File: src/qesf_pkg.sv
// Shared types, constants and node tables for the quadrilateral shape function evaluator.
package qesf_pkg;

	localparam int NODE_W       = 3;
	localparam int COORD_W      = 18;
	localparam int OUT_W        = 19;
	localparam int KIND_W       = 2;
	localparam int FRAC_BITS_DEF = 16;
	localparam int QUEUE_DEPTH  = 2;

	localparam int OUT_MAX = 2 ** (OUT_W - 1) - 1;
	localparam int OUT_MIN = -(2 ** (OUT_W - 1));

	// Element kind register codes.
	localparam logic [KIND_W-1:0] KIND_Q4 = 2'd0;
	localparam logic [KIND_W-1:0] KIND_Q5 = 2'd1;
	localparam logic [KIND_W-1:0] KIND_Q8 = 2'd2;

	// Node local coordinates: corners, then midsides (the Q5 center overrides node 4).
	localparam logic signed [1:0] NODE_XI  [8] = '{-2'sd1, 2'sd1, 2'sd1, -2'sd1,
		2'sd0, 2'sd1, 2'sd0, -2'sd1};
	localparam logic signed [1:0] NODE_ETA [8] = '{-2'sd1, -2'sd1, 2'sd1, 2'sd1,
		-2'sd1, 2'sd0, 2'sd1, 2'sd0};

	typedef enum logic [2:0] {
		OP_BAD,
		OP_Q4,
		OP_Q5_CORNER,
		OP_Q5_CENTER,
		OP_Q8_CORNER,
		OP_Q8_MID_X,
		OP_Q8_MID_Y
	} op_t;

	typedef struct packed {
		op_t                       op;
		logic signed [1:0]         xi;
		logic signed [1:0]         eta;
		logic signed [COORD_W-1:0] x;
		logic signed [COORD_W-1:0] y;
	} qesf_item_t;

endpackage

File: src/qesf_queue.sv
// Small FIFO of classified items between the front end and the arithmetic pipeline.
module qesf_queue (
	input  logic                 clk,
	input  logic                 arst_n,
	input  logic                 push,
	input  qesf_pkg::qesf_item_t push_item,
	output logic                 full,
	input  logic                 pop,
	output logic                 avail,
	output qesf_pkg::qesf_item_t pop_item
);
	import qesf_pkg::*;

	localparam int PTR_W = (QUEUE_DEPTH > 1) ? $clog2(QUEUE_DEPTH) : 1;

	qesf_item_t       entry_q [QUEUE_DEPTH];
	logic [PTR_W-1:0] wr_ptr_q;
	logic [PTR_W-1:0] rd_ptr_q;
	logic [PTR_W:0]   count_q;
	logic             do_push;
	logic             do_pop;

	assign full     = (count_q == (PTR_W + 1)'(QUEUE_DEPTH));
	assign avail    = (count_q != '0);
	assign do_push  = push && !full;
	assign do_pop   = pop && avail;
	assign pop_item = entry_q[rd_ptr_q];

	always_ff @(posedge clk or negedge arst_n) begin
		if (!arst_n) begin
			wr_ptr_q <= '0;
			rd_ptr_q <= '0;
			count_q  <= '0;
		end else begin
			if (do_push) begin
				wr_ptr_q <= (wr_ptr_q == PTR_W'(QUEUE_DEPTH - 1)) ? '0 : wr_ptr_q + 1'b1;
			end
			if (do_pop) begin
				rd_ptr_q <= (rd_ptr_q == PTR_W'(QUEUE_DEPTH - 1)) ? '0 : rd_ptr_q + 1'b1;
			end
			if (do_push && !do_pop) begin
				count_q <= count_q + 1'b1;
			end else if (do_pop && !do_push) begin
				count_q <= count_q - 1'b1;
			end
		end
	end

	always_ff @(posedge clk) begin
		if (do_push) begin
			entry_q[wr_ptr_q] <= push_item;
		end
	end

endmodule

File: config.mk
export PLATFORM = sky130hd
export DESIGN_NAME = qesf_queue
export DESIGN_NICKNAME = d
export VERILOG_FILES = /design/src/qesf_pkg.sv /design/src/qesf_queue.sv
export SDC_FILE = /design/constraint.sdc
export NUM_CORES = 1
export LEC_CHECK = 0
export BUFFER_PORTS_ARGS = -buffer_cell sky130_fd_sc_hd__buf_2
export CAP_MARGIN = 20
export CORE_ASPECT_RATIO = 0.75
export CORE_UTILIZATION = 47
export DETAILED_ROUTE_END_ITERATION = 8
export PLACE_DENSITY = 0.84
export SYNTH_ARGS = -nofsm -noshare
export SYNTH_HDL_FRONTEND = slang
export SYNTH_SLANG_ARGS = --single-unit
File: constraint.sdc
create_clock -name clk -period 3 [get_ports clk]
set_clock_uncertainty 0.05 [all_clocks]
set_input_delay 0.6 -clock clk [delete_from_list [all_inputs] [get_ports clk]]
set_output_delay 0.6 -clock clk [all_outputs]
set_load 0.1 [all_outputs]
# Word-level counts from Yosys, hierarchy flattened
# Memories as Yosys holds them, arrays and structs flattened.
# Cells that the tools add are included.
# word_totals
word_cells,24
n_memories,1
ram_bits,86
inputBits,47
out_inout_bits,45
register_bits,4
# memory_table
name,words,width,read_ports,rd_clocked_by_memory_dff,write_ports,line,text
entry_q,2,43,1,0,1,qesf_queue.sv:16,qesf_item_t entry_q [QUEUE_DEPTH];
# op_classes
reduce_logical,9
n_eq_ne,1
addsub,4
mux,6
# op_table
cell,n
logical AND 1 bit,4
two-way mux 1 bit,4
two-way mux 2 bit,2
nonzero test 2 bit,2
zero test 1 bit,3
adder 1 bit (second input constant),2
adder 2 x 1 -> 2 bit (second input constant),1
== test 2 bit (second input constant),1
subtractor 2 x 1 -> 2 bit (second input constant),1

# Depth between registers and ports, before layout
# Gate-level depths: netlist of run 1.
# depth
depth_word,7
mapped_depth,7
depth_no_buf,7

# Worst setup path before layout of run 1
# OpenSTA, ideal clock, no wires.
# synth_path
path_kind,input-to-reg
startpoint,input port push
endpoint,"memory entry_q[0][0] (netlist name), enable pin"
setup_ps,443
stages,2
n_path_buf,0
path_slack_ps,9
required_ps,2507
arrival_time_ps,2498
path_cell_list,nand2_1 -> nor2_1
# synth_via
elab_chain_len,3
# synth_lines
item,line,text
"start, declared",qesf_queue.sv:5,"input logic push,"
logical AND 1 bit,qesf_queue.sv:25,assign do_push = push && !full;
two-way mux 1 bit,qesf_queue.sv:50,if (do_push) begin
two-way mux 1 bit (implied by the code),qesf_queue.sv:51,entry_q[wr_ptr_q] <= push_item;
"end, declared",qesf_queue.sv:16,
# Every way passes these cells.

==> results of run 1 <==
==> layer usage <==
layer  vias up  track usage  wire length [um]
met3         8      0.08842               515
met4         0      0.04493                77
li1        795            -                 -
met5         -            0                 0
met1       816       0.1724              2287
met2        75       0.2446              2616
==> stage by stage <==
step | instances | util | setup slack (ps) | instance area, um^2
6_report | 358 | 0.6079 | 571.7 | 4252
5_1_grt | 358 | 0.6079 | 474.5 | 4252
4_1_cts | 358 | 0.6079 | 543.5 | 4252
3_5_place_dp | 341 | 0.5800 | 938.6 | 4056
3_3_place_gp | 341 | 0.5800 | 950.2 | 4056
2_1_floorplan | 153 | - | 8.997 | 3505
==> worst paths after layout <==
| path | start | end | depth (start not counted) |
|---|---|---|---|
| worst max-delay path | rd_ptr_q | pop_item[24] | 3 |
| worst min-delay path | push_item[18] | entry_q[1][18] | 1 |
| worst max register to register | count_q[0] | entry_q[0][40] | 4 |
| worst min register to register | count_q[1] | count_q[1] | 1 |
| max in group asynchronous | arst_n | rd_ptr_q | 2 |
| min in group asynchronous | arst_n | rd_ptr_q | 2 |
==> final cells by class <==
class	instances	share of cell area
Inverter	2	0.001766
Tap cell	98	0.02884
Sequential cell	90	0.6313
Timing Repair Buffer	96	0.1224
Multi-Input combinational cell	56	0.1722
Clock inverter	6	0.01354
Clock buffer	10	0.03002
==> cell usage in the layout, fill, tap and decap left out, drive strengths merged <==
master / netlist / final
ha: 1 / 1
nand2b: 1 / 1
clkbuf: 0 / 10
buf: 5 / 95
nor2: 2 / 2
inv: 2 / 2
mux2: 43 / 43
xor2: 2 / 2
clkinv: 0 / 3
dfrtp: 4 / 4
edfxtp: 86 / 86
bufinv: 0 / 1
nand2: 2 / 2
xnor2: 3 / 3
dlygate4sd3: 0 / 1
and3: 1 / 1
or2: 1 / 1
clkinvlp: 0 / 2
==> critical path: cells and delay by family, from the launching register on <==
family	cells	cell delay (ps)
buffers and inverters	2	810
DFF	1	360
muxes	1	230
==> kinds of logic (layout without fill, tap and decap cells) <==
| logic type | Yosys count | count (layout) | share of synthesized area |
|---|---|---|---|
| xor+xnor | 5 | 5 | 0.01250 |
| fa+ha+maj | 1 | 1 | 0.003570 |
| simple gates | 7 | 7 | 0.01036 |
| buf+inv | 7 | 114 | 0.02821 |
| mux | 43 | 43 | 0.1799 |
| flops | 90 | 90 | 0.7654 |
==> sequential cells by signal, indices dropped and copies added, names as in the netlist <==
signal / cells
entry_q: 86
count_q: 2
rd_ptr_q: 1
wr_ptr_q: 1
==> cells in the mapped netlist (all sizes together) <==
library cell | number | share of area
dfrtp | 4 | 0.029
buf | 5 | 0.026
xnor2 | 3 | 0.0075
inv | 2 | 0.0021
xor2 | 2 | 0.0050
nand2b | 1 | 0.0018
nand2 | 2 | 0.0029
nor2 | 2 | 0.0021
mux2 | 43 | 0.18
or2 | 1 | 0.0018
ha | 1 | 0.0036
edfxtp | 86 | 0.74
and3 | 1 | 0.0018
==> metrics.yaml, run 1 <==
synthesis:
  syn_area_mm2: 0.003505
  synthCells: 153
  synth_warnings: 0
  synth_nets: 201
  ys_seq_elements: 90
  avgSynthCellArea_um2: 22.91
  seq_area_frac_synth: 0.7654
  synth_cell_types: 16
run:
  maxCapViolCount: 0
drt:
  ant_nets: 0
  vias_per_cell: 4.732
  wl_um: 5497
  routedWlPerCell_um: 15.35
  dr.pass1.iters: 4
  drc_errors: 0
  drtIter0Drc: 45
  num_vias: 1694
clocking:
  cts_setup_buffers: 0
  cts_resized: 0
  clkTransAtPathRegs_ps: 80
  numCtsBuffers: 9
  insertion_delay_ps: 350
  cts_tree: "built"
  postCtsHoldBufs: 1
  h-tree-depth: 3
  clk_path_buf_depth: 2
  cts_root_buf: "clkbuf_8"
  numClockSinks: 90
sta:
  grt_setup_unrepaired: "no"
  hold_violations: 0
  hold_ws_ps: 376.9
  finalCritPeriodShare: 0.8094
  fin_setup_tns_ps: 0
  fmax_mhz: 411.8
  period_minus_slack_ps: 2428
  timing_worst_slew_pin_value_ps: 593.7
  setup_viol_count_final: 0
  slew_headroom: 0.6033
  timing.final.max_slew_violations: 0
setup_path:
  crit_path_top_delay_cell: "buf_2"
  crit_type: "flop to output port"
  cp.arrival_ps: 1780
  worstPathRequired_ps: 2350
  cp-start-kind: "flop"
  cp_slowest_stage_delay_ps: 410
  r2r_slack_ps: 1160
  crit_chain: "buf_4 -> mux2_4 -> buf_2"
  end_kind: "output port"
  worstPathMaxFanout: 25
global_route:
  antenna_found_initial: 0
  track_usage: 0.1529
  grt_max_degree: 26
  grt_pass1_vias: 1813
  grt_pass1_wl_um: 8500
  overflow: 0
layout:
  drive_gt1_frac: 0.5962
  fill_cells: 509
  diodes: 0
  area_growth_pct: 21.31
  seq_area_mm2: 0.002684
  multi_input_area_um2: 732.0
  nets: 303
floorplanning:
  die_h_um: 76.79
  fp-row-count: 26
  io_pins: 92
  initial_core_util: 0.5011
  die_x_um: 101.7
  core_mm2: 0.006994
  die-area_mm2: 0.007810
place:
  port_buffers: 91
  dp_hpwl_um: 3819
  gp_congestion: 0.6754
status:
  status: "finished, final reports clean"
hold_path:
  hold_path.class: "input pin to flop"
Power of run 1 is left out: the tool's default activity adds up to more than one toggle a clock period on the data nets, which glitch-free logic cannot reach.
==> run 2: changes to the inputs <==
- CORE_UTILIZATION: 47 -> 52
- PLACE_DENSITY: 0.84 -> 0.88
- clock period: 3 -> 2.3 ns (I/O delays scaled with it)
==> run 2 against run 1 <==
Effect of this change:
- final cell count shrank 4.2%
- register-to-register slack lost 460 ps
- critical path depth is the same
- first-iteration DRC count grew 42%
- cell area shrank 0.59%
- utilization grew 5.1 points
- sequential cell count is the same
- via count is essentially flat
- hold slack lost 130 ps
- routed wire length shrank 2.3%
- non-clock buffer count grew 3
- largest cell class unchanged
==> metrics.yaml, run 2 (synthesis results as in run 1) <==
status:
  status: "finished, final reports clean"
floorplanning:
  die_x_um: 96.80
  die_h_um: 73.10
  fp-row-count: 25
  die-area_mm2: 0.007075
  io_pins: 92
  initial_core_util: 0.5465
  core_mm2: 0.006412
setup_path:
  crit_type: "flop to output port"
  crit_path_top_delay_cell: "buf_2"
  crit_start: "rd_ptr_q"
  cp-start-kind: "flop"
  cp_slowest_stage_delay_ps: 420
  cp_num_buf_inv: 2
  crit_chain: "buf_4 -> mux2_4 -> buf_2"
  cp.arrival_ps: 1680
  r2r_slack_ps: 700
  endpoint: "pop_item[1]"
  worstPathMaxFanout: 18
  reg2reg_depth: 7
  worstPathRequired_ps: 1790
  r2r-start: "count_q[0]"
  path_delay_family: "buffers and inverters"
  worstReg2RegEnd: "count_q[1]"
  end_kind: "output port"
  worstSetupPathDepth: 3
drt:
  wl_um: 5371
  dr.pass1.iters: 4
  vias_per_cell: 4.936
  num_vias: 1693
  routedWlPerCell_um: 15.66
  drtIter0Drc: 64
  drc_errors: 0
  ant_nets: 0
clocking:
  numClockSinks: 90
  clk_path_buf_depth: 2
  clkTransAtPathRegs_ps: 80
  cts_root_buf: "clkbuf_8"
  cts_tree: "built"
  insertion_delay_ps: 340
  numCtsBuffers: 9
  h-tree-depth: 3
  cts_resized: 0
sta:
  timing_worst_slew_pin_value_ps: 501.1
  slew_headroom: 0.6682
  fin_setup_tns_ps: 0
  period_minus_slack_ps: 2191
  timing.final.max_slew_violations: 0
  finalCritPeriodShare: 0.9528
  hold_violations: 0
  setup_viol_count_final: 0
  grt_setup_unrepaired: "no"
  fmax_mhz: 456.3
layout:
  nets: 306
  final_common_cell: "buf_2"
  largest_reg_flops: 86
  top_register: "entry_q"
  diodes: 0
  final_cell_mix: "buf_2 (91), edfxtp_1 (86), mux2_4 (39), clkbuf_8 (9), buf_4 (7)"
  reg.largest.list: "entry_q (86), count_q (2)"
  area_growth_pct: 20.60
  fin_util: 0.6591
  fill_cells: 439
  drive_gt1_frac: 0.6031
global_route:
  overflow: 0
  track_usage: 0.1614
  antenna_found_initial: 0
  grt_pass1_vias: 1746
  grt_max_degree: 24
  grt_pass1_wl_um: 8321
place:
  gp_congestion: 0.7610
  port_buffers: 91
  dp_hpwl_um: 3747
run:
  maxCapViolCount: 0
hold_path:
  holdPathStages: 1
  hold_path.class: "input pin to flop"
run 2: cell types whose count changed in the layout (fill, tap and decap cells not counted):
cell,delta
clkinv_4,+2
buf_4,+5
buf_12,-2
clkinvlp_4,-2
clkinv_1,-1
run 2: timing repair:
action	in CTS	in global routing
buffers inserted	0	0
endpoints found under the hold margin	4	0
hold buffers	1	0
run 2: final cells by class:
type                    instances  area, um^2  area share
multi-input cells              56       732.0      0.1732
clock inverters                 5       56.30     0.01332
inverters                       2       7.507    0.001776
well taps                      81       101.3     0.02398
flip-flops and latches         90        2684      0.6350
repair buffers                 99       518.0      0.1226
clock buffers                  10       127.6     0.03020
run 2: how the worst min path moves through the flow:
stage	startpoint	to	slack, ps
CTS	push_item[13]	entry_q[0][13]	220
floorplan	arst_n	count_q[0]	110
global route	push_item[37]	entry_q[1][37]	230
finish	push_item[34]	entry_q[1][34]	240
detailed placement	arst_n	count_q[0]	220
global placement	arst_n	count_q[1]	220
run 2: layer usage:
metal / share of wire / routed length [um] / global-route usage
met1: 0.43 / 2301 / 0.1957
met2: 0.47 / 2536 / 0.2590
met3: 0.085 / 456 / 0.06705
met4: 0.014 / 77 / 0.06965
met5: 0 / 0 / 0
run 2: metrics by stage:
| stage | instances | area (um^2) | hold slack (ps) | setup slack [ps] |
|---|---|---|---|---|
| 2_1_floorplan | 153 | 3507 | 114.4 | 87.17 |
| 3_3_place_gp | 327 | 4033 | 222.2 | 501.8 |
| 3_5_place_dp | 327 | 4033 | 221.5 | 470.3 |
| 4_1_cts | 343 | 4227 | 224.1 | 79.90 |
| 5_1_grt | 343 | 4227 | 227.8 | 32.26 |
| 6_report | 343 | 4227 | 244.7 | 108.6 |
Power of run 2 is left out for the same reason.
