`src/qesf_pkg.sv`:
```
// Shared types, constants and node tables for the quadrilateral shape function evaluator.
package qesf_pkg;

	localparam int NODE_W       = 3;
	localparam int COORD_W      = 18;
	localparam int OUT_W        = 19;
	localparam int KIND_W       = 2;
	localparam int FRAC_BITS_DEF = 16;
	localparam int QUEUE_DEPTH  = 2;

	localparam int OUT_MAX = 2 ** (OUT_W - 1) - 1;
	localparam int OUT_MIN = -(2 ** (OUT_W - 1));

	// Element kind register codes.
	localparam logic [KIND_W-1:0] KIND_Q4 = 2'd0;
	localparam logic [KIND_W-1:0] KIND_Q5 = 2'd1;
	localparam logic [KIND_W-1:0] KIND_Q8 = 2'd2;

	// Node local coordinates: corners, then midsides (the Q5 center overrides node 4).
	localparam logic signed [1:0] NODE_XI  [8] = '{-2'sd1, 2'sd1, 2'sd1, -2'sd1,
		2'sd0, 2'sd1, 2'sd0, -2'sd1};
	localparam logic signed [1:0] NODE_ETA [8] = '{-2'sd1, -2'sd1, 2'sd1, 2'sd1,
		-2'sd1, 2'sd0, 2'sd1, 2'sd0};

	typedef enum logic [2:0] {
		OP_BAD,
		OP_Q4,
		OP_Q5_CORNER,
		OP_Q5_CENTER,
		OP_Q8_CORNER,
		OP_Q8_MID_X,
		OP_Q8_MID_Y
	} op_t;

	typedef struct packed {
		op_t                       op;
		logic signed [1:0]         xi;
		logic signed [1:0]         eta;
		logic signed [COORD_W-1:0] x;
		logic signed [COORD_W-1:0] y;
	} qesf_item_t;

endpackage

```
`src/qesf_front.sv`:
```
// Front end: element kind register, command acceptance and node classification.
module qesf_front (
	input  logic                               clk,
	input  logic                               arst_n,
	input  logic                               start,
	input  logic [qesf_pkg::NODE_W-1:0]        node_index,
	input  logic signed [qesf_pkg::COORD_W-1:0] point_x,
	input  logic signed [qesf_pkg::COORD_W-1:0] point_y,
	input  logic                               cfg_valid,
	output logic                               cfg_ready,
	input  logic [qesf_pkg::KIND_W-1:0]        cfg_data,
	input  logic                               q_full,
	output logic                               busy,
	output logic                               push,
	output qesf_pkg::qesf_item_t               item
);
	import qesf_pkg::*;

	logic [KIND_W-1:0] kind_q;
	op_t               op;

	assign cfg_ready = 1'b1;

	always_ff @(posedge clk or negedge arst_n) begin
		if (!arst_n) begin
			kind_q <= KIND_Q4;
		end else if (cfg_valid && cfg_ready) begin
			kind_q <= cfg_data;
		end
	end

	always_comb begin
		unique case (kind_q)
			KIND_Q4: begin
				op = (node_index < NODE_W'(4)) ? OP_Q4 : OP_BAD;
			end
			KIND_Q5: begin
				if (node_index < NODE_W'(4)) begin
					op = OP_Q5_CORNER;
				end else if (node_index == NODE_W'(4)) begin
					op = OP_Q5_CENTER;
				end else begin
					op = OP_BAD;
				end
			end
			KIND_Q8: begin
				if (node_index < NODE_W'(4)) begin
					op = OP_Q8_CORNER;
				end else if (node_index == NODE_W'(4) || node_index == NODE_W'(6)) begin
					op = OP_Q8_MID_X;
				end else begin
					op = OP_Q8_MID_Y;
				end
			end
			default: begin
				op = OP_BAD;
			end
		endcase
	end

	always_comb begin
		item.op  = op;
		item.xi  = NODE_XI[node_index];
		item.eta = NODE_ETA[node_index];
		item.x   = point_x;
		item.y   = point_y;
	end

	assign busy = q_full;
	assign push = start && !busy;

endmodule

```
`config.mk`:
```
export PLATFORM = sky130hd
export DESIGN_NAME = qesf_front
export DESIGN_NICKNAME = d
export VERILOG_FILES = /design/src/qesf_pkg.sv /design/src/qesf_front.sv
export SDC_FILE = /design/constraint.sdc
export NUM_CORES = 1
export LEC_CHECK = 0
export BUFFER_PORTS_ARGS = -buffer_cell sky130_fd_sc_hd__buf_2
export CAP_MARGIN = 20
export CORE_MARGIN = 5
export CORE_UTILIZATION = 25
export DETAILED_ROUTE_END_ITERATION = 6
export HOLD_SLACK_MARGIN = 0.02
export PLACE_DENSITY = 0.77
export SYNTH_ARGS = -nofsm -noshare
export SYNTH_HDL_FRONTEND = slang
export SYNTH_SLANG_ARGS = --single-unit
```
`constraint.sdc`:
```
create_clock -name clk -period 1.05 [get_ports clk]
set_clock_uncertainty 0.1 [all_clocks]
set_input_delay 0.0525 -clock clk [delete_from_list [all_inputs] [get_ports clk]]
set_output_delay 0.0525 -clock clk [all_outputs]
set_load 0.01 [all_outputs]
```
* Word-level counts from Yosys, hierarchy flattened
Memory sizes are Yosys's and may differ from the RTL's.
Index checks and enable logic that the tools add are counted.
W data, S select, Z words.
** Storage, ports and cells
- Register bits :: 2
- Input port bits :: 46
- Output and inout bits :: 46
- ROM bits :: 32
- Memories kept :: 2
- Word-level logic and storage cells :: 24
** Cells by class
- Reductions and logical operators :: 4
- Eq/ne operators :: 4
- Bitwise gates (word level) :: 1
- $lt $le $gt $ge :: 2
- Mux-type cells :: 10
** Memory list
- (no name shown) :: depth 8, width 2, rd ports 1, clocked after memory_dff 0, write ports 0, line qesf_front.sv:64 : item.eta = NODE_ETA[node_index];
- (no name shown) :: depth 8, width 2, rd ports 1, clocked after memory_dff 0, write ports 0, line qesf_front.sv:63 : item.xi = NODE_XI[node_index];
** Operator list (count)
- $mux W2 :: 8
- $pmux W3 S3 :: 1
- $eq A3 B3 Y1 const B :: 2
- $ge A4 B4 Y1 const B :: 1
- $not A3 Y4 :: 1
- $lt A3 B3 Y1 const B :: 1
- $eq A2 B1 Y1 const B :: 1
- $eq A2 B2 Y1 const B :: 1
- $logic_not A2 Y1 :: 1
- $logic_and A1 B1 Y1 :: 1
- $logic_not A1 Y1 :: 1
- $logic_or A1 B1 Y1 :: 1
- $mux W1 :: 1

* Longest topological paths before layout
Gate-level depths: netlist (run 1).
- Word-level depth :: 5
- Mapped depth :: 4
- Depth with buffers taken out :: 4

* Least setup slack after synthesis (run 1)
OpenSTA, ideal clock, no wires.
- Path kind :: flip-flop to output port
- From :: register kind_q[0]
- To :: output item[40] (netlist name)
- Cell stages (with the launch flop) :: 3
- Data arrival time :: 0.833 ns
- Buffers on the path :: 0
- Slack :: 0.064 ns
- Data required time :: 0.897 ns
- Cells stage by stage :: dfrtp_1 -> or3_1 -> o211ai_2
** RTL lines
- from (decl) :: line qesf_front.sv:19 : logic [KIND_W-1:0] kind_q;
- from (signal assigned) :: line qesf_front.sv:28 : kind_q <= cfg_data;
- to (decl) :: line qesf_front.sv:15 : output qesf_pkg::qesf_item_t item

==> flow_summary_export.csv, run 1 <==
group,metric,value,unit
sta,finalMaxSlewViolations,0,
yosys,seq_area_frac_synth,10.34,%
cells_and_area,final_cell_area,775.7,um2
worst_setup_path,critical_path.top_delay_family,"flip-flops",
sta,max_freq,0.7483,GHz
cells_and_area,nNetsFinal,138,
global_route,grt_start_max_net_pins,9,
worst_setup_path,end_kind,"output pin",
route,dr.first_iter.drc_count,5,
route,drt_drc_violations_left,0,
sta,hold_ws,206.4,ps
power,vdd_drop_max,472.5,uV
floorplan,die-area,0.002917,mm2
worst_setup_path,worstPathMaxFanout,2,
global_route,grt_pass1_vias,436,
clocking,worstSkewPairLatency,220,ps
worst_setup_path,cp.arrival,1180,ps
worst_setup_path,critPathMaxStageDelay,370,ps
power,p_leak,0.3716,nW
yosys,synth_area_leaders,"buf_4 59%, dfrtp_1 10%, ha_1 5.2%, mux2_2 4.7%, nand2b_1 3.9%",
floorplan,coreArea,0.001902,mm2
yosys,synth_top_area_share,58.91,%
yosys,synth_area_leader_cell,"buf_4",
route,vias,463,
yosys,ys_warn_count,0,
power,fin_total_pwr,0.5692,mW
yosys,avgSynthCellArea,7.810,um2
cells_and_area,largest_reg_flops,2,
worst_setup_path,crit_path_start_kind,"flop",
floorplan,initial_core_util,25.46,%
cells_and_area,reg.largest.list,"kind_q x2",
sta,setup_ws,-286.3,ps
sta,period_needed,1336,ps
cells_and_area,synthToLayoutAreaGrowth,60.21,%
place,hpwl,760.1,um
worst_setup_path,cp.required,900,ps
clocking,clkTransAtPathRegs,30,ps
floorplan,die_y,54.01,um
sta,rsz0062_at_grt,"true",
job,max_cap_violations,0,
sta,finalSetupViolations,3,
place,gp_congestion,0.7158,
outcome,violations,"setup timing",
worst_setup_path,worstSetupPathType,"flop to output pin",
route,wire_per_inst,14.00,um
global_route,grt_overflow,0,
yosys,ys_seq_elements,2,
place,placed_area,322.8,um2
route,wl,1610,um
clocking,cts_buffers,3,
clocking,ctsHtreeMaxLevel,1,
sta,fin_crit_sh,127.3,%
outcome,run_status,"complete, but fails checks",
clocking,cts_tree,"built",
yosys,syn_nets,110,
floorplan,row_count,16,
power,power_density,733.7,mW/mm2
clocking,clk_path_buf_depth,2,
yosys,synth_area,484.2,um2
route,viasPerCell,4.026,
global_route,grt_pass1_wl,1807,um
floorplan,io_pins,92,
cells_and_area,top_register,"kind_q",
worst_setup_path,critical_path.cell_chain,"or3_4 > o211ai_2 > buf_2",
cells_and_area,num_antenna_cells,0,
cells_and_area,final_core_util,40.79,%
worst_hold_path,hp-class,"input pin to output pin",
yosys,synth_cells,62,
floorplan,dieWidth,54.01,um
route,first_pass_iters,2,
yosys,synth_cell_types,15,
place,io_buffers,18,
cells_and_area,drive_gt1_share,30.68,%
sta,hold_violations,0,
worst_setup_path,crit_buf_inv,1,
worst_setup_path,slowest_stage,"dfrtp_1",
global_route,antenna_found_initial,0,
global_route,track_usage,8.631,%
clocking,clock-root-buffer,"clkbuf_4",
clocking,cts.sinks,2,
route,detail-route-antenna-nets,0,
[synthesized netlist by cell type, drive strengths merged]
library cell	count
nand4b	1
ha	2
buf	38
o211ai	1
o22ai	1
nand2	2
a21oi	1
mux2	2
nor2b	2
conb	1
dfrtp	2
nand2b	3
or3	1
inv	4
o21ai	1
[worst reg2reg max path: stages, from the launching register on]
cell	delay, ps
dfrtp_1	400
buf_4	150
mux2_2	250
[routing by layer]
| layer | vias to the layer above | part of all wire [%] | track usage [%] |
|---|---|---|---|
| li1 | 206 | - | - |
| met1 | 200 | 26 | 5.854 |
| met2 | 55 | 56 | 19.56 |
| met3 | 2 | 17 | 1.939 |
| met4 | 0 | 0.99 | 4.979 |
| met5 | - | 0 | 0 |
[through the flow]
stage | TNS [ps] | setup slack (ps) | std cells
5_1_grt | -832.4 | -334.0 | 115
2_1_floorplan | 0 | 64.23 | 62
3_3_place_gp | -68.87 | -68.87 | 69
6_report | -658.8 | -286.3 | 115
3_5_place_dp | -92.00 | -92.00 | 69
4_1_cts | -671.8 | -291.5 | 114
[path summary, 6_finish.rpt]
kind | endpoint | from | depth (start not counted) | slack [ps]
hold / removal | busy | q_full | 2 | 210
hold reg to reg | kind_q[1] | kind_q[1] | 2 | 540
setup reg to reg | kind_q[0] | kind_q[0] | 2 | 40
max in group asynchronous | kind_q[1] | arst_n | 3 | 160
min in group asynchronous | kind_q[0] | arst_n | 3 | 590
setup / recovery | item[40] | kind_q[1] | 3 | -290
[kinds of logic (layout without fill, tap and decap cells)]
logic type | after synthesis | count (layout) | synth area share (%)
compound gates | 4 | 4 | 5.942
fa+ha+maj | 2 | 2 | 5.167
buf+inv | 42 | 68 | 62.01
flops | 2 | 2 | 10.34
mux | 2 | 2 | 4.651
other cells | 1 | 1 | 0.7745
simple gates | 9 | 9 | 11.11
[cell usage in the layout (no fill, tap or decap)]
master,Yosys,routed
a21oi_1,1,1
buf_2,0,18
buf_4,38,2
clkbuf_4,0,3
conb_1,1,1
dfrtp_1,2,2
dlygate4sd3_1,0,41
ha_1,2,2
inv_1,4,4
mux2_2,2,2
nand2_1,2,2
nand2b_1,3,3
nand4b_1,1,1
nor2b_1,2,2
o211ai_2,1,1
o21ai_1,0,1
o22ai_1,1,1
or3_4,0,1
[power breakdown]
| group | internal (mW) | switching [mW] | total (mW) | leakage, nW |
|---|---|---|---|---|
| sequential | 0.0855 | 0.00634 | 0.0918 | 0.0234 |
| combinational | 0.171 | 0.133 | 0.304 | 0.334 |
| clock | 0.126 | 0.0469 | 0.173 | 0.0138 |
[final cells by class]
class | count | area [um2]
Tap cell | 27 | 33.78
Sequential cell | 2 | 50.05
Clock buffer | 3 | 22.52
Fill cell | 174 | 1126
Timing Repair Buffer | 61 | 515.5
Multi-Input combinational cell | 18 | 138.9
Inverter | 4 | 15.01
[what timing repair did]
item	4_1_cts	5_1_grt
buffers inserted	2	0
pin swaps	1	0
hold endpoints to repair	40	1
gates resized for setup	0	2
endpoints found under the setup margin	3	4
hold buffers	40	1
Note: power is estimated with default switching activity, not from simulation.
==> inputs of run 2 (changes only) <==
- BUFFER_PORTS_ARGS: -buffer_cell sky130_fd_sc_hd__buf_2 -> unset
- CORE_AREA: unset -> 5 5 42 44
- CORE_MARGIN: 5 -> unset
- CORE_UTILIZATION: 25 -> unset
- DIE_AREA: unset -> 0 0 47 49
- DONT_BUFFER_PORTS: unset -> 1
- PLACE_DENSITY: 0.77 -> 0.48
==> flow_summary_export.csv, run 2 (synthesis gave the netlist of run 1 again) <==
group,metric,value,unit
cells_and_area,top_register,"kind_q",
clocking,clock-root-buffer,"clkbuf_4",
cells_and_area,largest_reg_flops,2,
route,dr.first_iter.drc_count,2,
worst_setup_path,crit_path_start_kind,"flop",
sta,fin_crit_sh,117.6,%
floorplan,initial_core_util,34.55,%
clocking,clk_path_buf_depth,2,
worst_setup_path,end_kind,"output pin",
place,hpwl,575,um
global_route,grt_pass1_vias,393,
power,vdd_drop_max,393.6,uV
cells_and_area,regArea,50.05,um2
floorplan,dieWidth,47,um
worst_setup_path,cp.arrival,1080,ps
cells_and_area,final_core_util,50.18,%
worst_setup_path,worstSetupPathType,"flop to output pin",
global_route,antenna_found_initial,0,
power,power_density,756.2,mW/mm2
floorplan,die_y,49,um
clocking,cts_buffers,3,
sta,rsz0062_at_grt,"true",
global_route,track_usage,9.564,%
power,p_leak,0.3129,nW
worst_setup_path,reg2reg_setup_slack,-60,ps
route,drt_drc_violations_left,0,
sta,finalSetupViolations,4,
floorplan,row_count,14,
global_route,grt_pass1_wl,1614,um
cells_and_area,num_antenna_cells,0,
cells_and_area,layout_commonest_cell,"dlygate4sd3_1",
clocking,worstSkewPairLatency,220,ps
cells_and_area,final_cells,88,
global_route,grt_overflow,0,
cells_and_area,reg.largest.list,"kind_q x2",
route,wl,1307,um
route,wire_per_inst,14.85,um
worst_setup_path,cp.required,900,ps
floorplan,coreArea,0.001401,mm2
clocking,ctsHtreeMaxLevel,1,
clocking,cts.sinks,2,
floorplan,io_pins,92,
sta,finalMaxSlewViolations,0,
sta,max_freq,0.8096,GHz
global_route,grt_start_max_net_pins,9,
cells_and_area,drive_gt1_share,16.67,%
cells_and_area,synthToLayoutAreaGrowth,45.22,%
worst_hold_path,hp-class,"input pin to output pin",
outcome,run_status,"complete, but fails checks",
place,io_buffers,0,
clocking,clkTransAtPathRegs,30,ps
route,viasPerCell,4.250,
sta,hold_violations,0,
floorplan,die-area,0.002303,mm2
cells_and_area,layout_common_cells,"42 x dlygate4sd3_1, 3 x nand2b_1, 3 x inv_1, 3 x clkbuf_4",
route,first_pass_iters,4,
route,detail-route-antenna-nets,0,
cells_and_area,nNetsFinal,122,
place,dp_cells,41,
place,gp_congestion,0.5944,
outcome,violations,"setup timing",
sta,setup_ws,-185.3,ps
worst_setup_path,worstPathMaxFanout,4,
sta,finalSetupTns,-422.5,ps
route,vias,374,
cells_and_area,fillers,138,
cells_and_area,multi_input_area,148.9,um2
sta,period_needed,1235,ps
clocking,cts_tree,"built",
job,max_cap_violations,0,
-- run 2: final cells by class --
| cell class | instances | area share, % |
|---|---|---|
| Timing Repair Buffer | 45 | 63.52 |
| Multi-Input combinational cell | 18 | 21.17 |
| Sequential cell | 2 | 7.117 |
| Clock buffer | 3 | 3.203 |
| Tap cell | 16 | 2.847 |
| Inverter | 4 | 2.135 |
-- run 2: path summary, 6_finish.rpt --
| path | end | from | cells past startpoint |
|---|---|---|---|
| max | item[40] | kind_q[0] | 2 |
| min | push | q_full | 1 |
| max reg2reg | kind_q[0] | kind_q[0] | 3 |
| min reg2reg | kind_q[1] | kind_q[1] | 1 |
| max in group asynchronous | kind_q[1] | arst_n | 2 |
| min in group asynchronous | kind_q[0] | arst_n | 2 |
-- run 2: stage by stage --
step | setup WS, ps | power [mW] | hold WS, ps | area [um2]
floorplan | 64.23 | 0.2991 | -343.1 | 484.2
global placement | 27.77 | 0.1681 | -343.0 | 226.5
detailed placement | 6.730 | 0.1689 | -343.0 | 226.5
CTS | -188.8 | 0.5358 | 55.27 | 683.2
global route | -213.0 | 0.5700 | 58.69 | 703.2
finish | -185.3 | 0.5318 | 55.10 | 703.2
-- run 2: what timing repair did --
action | CTS | global route
pin swaps | 2 | 0
hold endpoints to repair | 41 | 0
setup endpoints to repair | 3 | 3
setup buffers | 1 | 1
gates resized for setup | 2 | 3
hold buffers | 42 | 0
-- run 2: critical path: stages, from the launching register on --
cell      delay [ps]
dfrtp_1          390
or3_4            370
o211ai_2         100
-- run 2: power breakdown --
part | internal (mW) | leakage (nW) | switching, mW
Sequential | 0.0855 | 0.0234 | 0.00792
Clock | 0.126 | 0.0138 | 0.0406
Combinational | 0.155 | 0.276 | 0.117
Total | 0.367 | 0.313 | 0.165
-- run 2: layer usage --
metal  share of wire (%)  vias to the layer above  global-route usage (%)
li1                    -                      176                       -
met1                  24                      158                   7.002
met2                  59                       40                   20.14
met4                   0                        0                   5.530
met3                  16                        0                   1.107
met5                   0                        -                       0
==> inputs of run 3 (changes only) <==
- CELL_PAD_IN_SITES_DETAIL_PLACEMENT: unset -> 0
- CELL_PAD_IN_SITES_GLOBAL_PLACEMENT: unset -> 1
- CORE_AREA: 5 5 42 44 -> unset
- CORE_MARGIN: unset -> 8
- CORE_UTILIZATION: unset -> 32
- DIE_AREA: 0 0 47 49 -> unset
- PLACE_DENSITY: 0.48 -> 0.71
==> flow_summary_export.csv, run 3 (synthesis gave the netlist of run 1 again) <==
group,metric,value,unit
place,io_buffers,0,
clocking,worstSkewPairLatency,230,ps
clocking,cts.sinks,2,
worst_setup_path,worstSetupPathType,"flop to output pin",
power,p_leak,0.3135,nW
clocking,clkTransAtPathRegs,40,ps
worst_setup_path,worstPathMaxFanout,4,
clocking,ctsHtreeMaxLevel,1,
route,wl,1760,um
clocking,clk_path_buf_depth,2,
cells_and_area,top_register,"kind_q",
sta,max_freq,0.7825,GHz
worst_setup_path,cp.arrival,1130,ps
clocking,cts_buffers,3,
place,dp_slack,5.882,ps
worst_hold_path,worst_hold_path.num_cells,1,
sta,finalSetupTns,-431.5,ps
place,hpwl,748.6,um
global_route,grt_pass1_vias,454,
clocking,clock-root-buffer,"clkbuf_4",
worst_setup_path,r2r_cells,1,
worst_setup_path,end_kind,"output pin",
route,wire_per_inst,20.00,um
place,gp_congestion,0.6494,
route,detail-route-antenna-nets,0,
cells_and_area,layout_commonest_cell,"dlygate4sd3_1",
route,first_pass_iters,1,
outcome,run_status,"complete, but fails checks",
outcome,violations,"setup timing",
floorplan,initial_core_util,33.30,%
cells_and_area,final_core_util,48.54,%
sta,finalSetupViolations,2,
cells_and_area,fillers,137,
cells_and_area,multi_input_area,152.6,um2
sta,hold_violations,0,
route,drt_drc_violations_left,0,
route,viasPerCell,4.443,
floorplan,die_y,54.90,um
global_route,track_usage,9.452,%
power,power_density,790.9,mW/mm2
cells_and_area,largest_reg_flops,2,
route,dr.first_iter.drc_count,0,
cells_and_area,synthToLayoutAreaGrowth,45.74,%
place,dp_cells,43,
sta,setup_ws,-228.0,ps
power,vdd_drop_max,654.7,uV
sta,fin_crit_sh,121.7,%
sta,rsz0062_at_grt,"true",
route,vias,391,
global_route,grt_start_max_net_pins,9,
worst_setup_path,cp.required,900,ps
sta,finalMaxSlewViolations,0,
floorplan,io_pins,92,
global_route,antenna_found_initial,0,
cells_and_area,final_cells,88,
power,fin_total_pwr,0.5581,mW
global_route,grt_pass1_wl,2056,um
floorplan,dieWidth,54.90,um
floorplan,coreArea,0.001454,mm2
job,max_cap_violations,0,
clocking,cts_setup_buffers,0,
cells_and_area,num_antenna_cells,0,
cells_and_area,drive_gt1_share,18.06,%
global_route,grt_overflow,0,
floorplan,row_count,14,
worst_hold_path,hp-class,"input pin to output pin",
sta,period_needed,1278,ps
worst_setup_path,crit_path_start_kind,"flop",
cells_and_area,layout_common_cells,"42 x dlygate4sd3_1, 3 x inv_1, 3 x clkbuf_4, 3 x buf_4",
cells_and_area,reg.largest.list,"kind_q x2",
floorplan,die-area,0.003014,mm2
cells_and_area,regArea,50.05,um2
clocking,cts_tree,"built",
cells_and_area,nNetsFinal,122,
-- run 3: cell types whose count changed in the layout (fill, tap and decap cells not counted) --
cell,delta
mux2_2,+1
inv_2,-1
mux2_4,-1
nand2b_4,+1
buf_4,+1
nand2b_1,-1
buf_6,-1
inv_4,+1
-- run 3: worst paths after layout --
path                       startpoint   endpoint  slack (ps)
max in group asynchronous      arst_n  kind_q[1]         220
min in group asynchronous      arst_n  kind_q[0]         500
max                         kind_q[0]   item[40]        -230
max reg2reg                 kind_q[1]  kind_q[1]         130
min reg2reg                 kind_q[0]  kind_q[0]         490
min                            q_full       push          60
-- run 3: layout make-up --
type	count	area share, %
sequential	2	7.092
clock buffer	3	3.191
multi-input combinational	18	21.63
tap	16	2.837
timing repair buffer	45	62.77
inverter	4	2.482
-- run 3: timing repair --
item	in CTS	in global routing
endpoints found under the hold margin	41	0
endpoints found under the setup margin	3	3
pin swaps	1	0
gates resized for setup	3	2
hold buffers	42	0
gates cloned	0	0
-- run 3: power by group --
part / internal, mW / switching (mW)
clock network: 0.127 / 0.0555
registers: 0.0854 / 0.0104
logic: 0.157 / 0.123
-- run 3: per-layer routing --
metal | track usage [%] | routed length (um) | vias to the layer above | share of wire (%)
li1 | - | - | 174 | -
met1 | 7.187 | 412 | 172 | 23
met2 | 19.25 | 1001 | 45 | 57
met3 | 3.209 | 346 | 0 | 20
met4 | 6.000 | 0 | 0 | 0
met5 | 0 | 0 | - | 0
-- run 3: critical path: stages (launching register included) --
cell      delay [ps]
dfrtp_1          400
or3_4            380
o211ai_2         110
-- run 3: stage by stage --
| stage | instance area, um2 | hold WS, ps |
|---|---|---|
| finish | 705.7 | 58.93 |
| global route | 705.7 | 61.94 |
| CTS | 698.2 | 59.53 |
| detailed placement | 241.5 | -343.0 |
| global placement | 241.5 | -343.0 |
| floorplan | 484.2 | -343.1 |
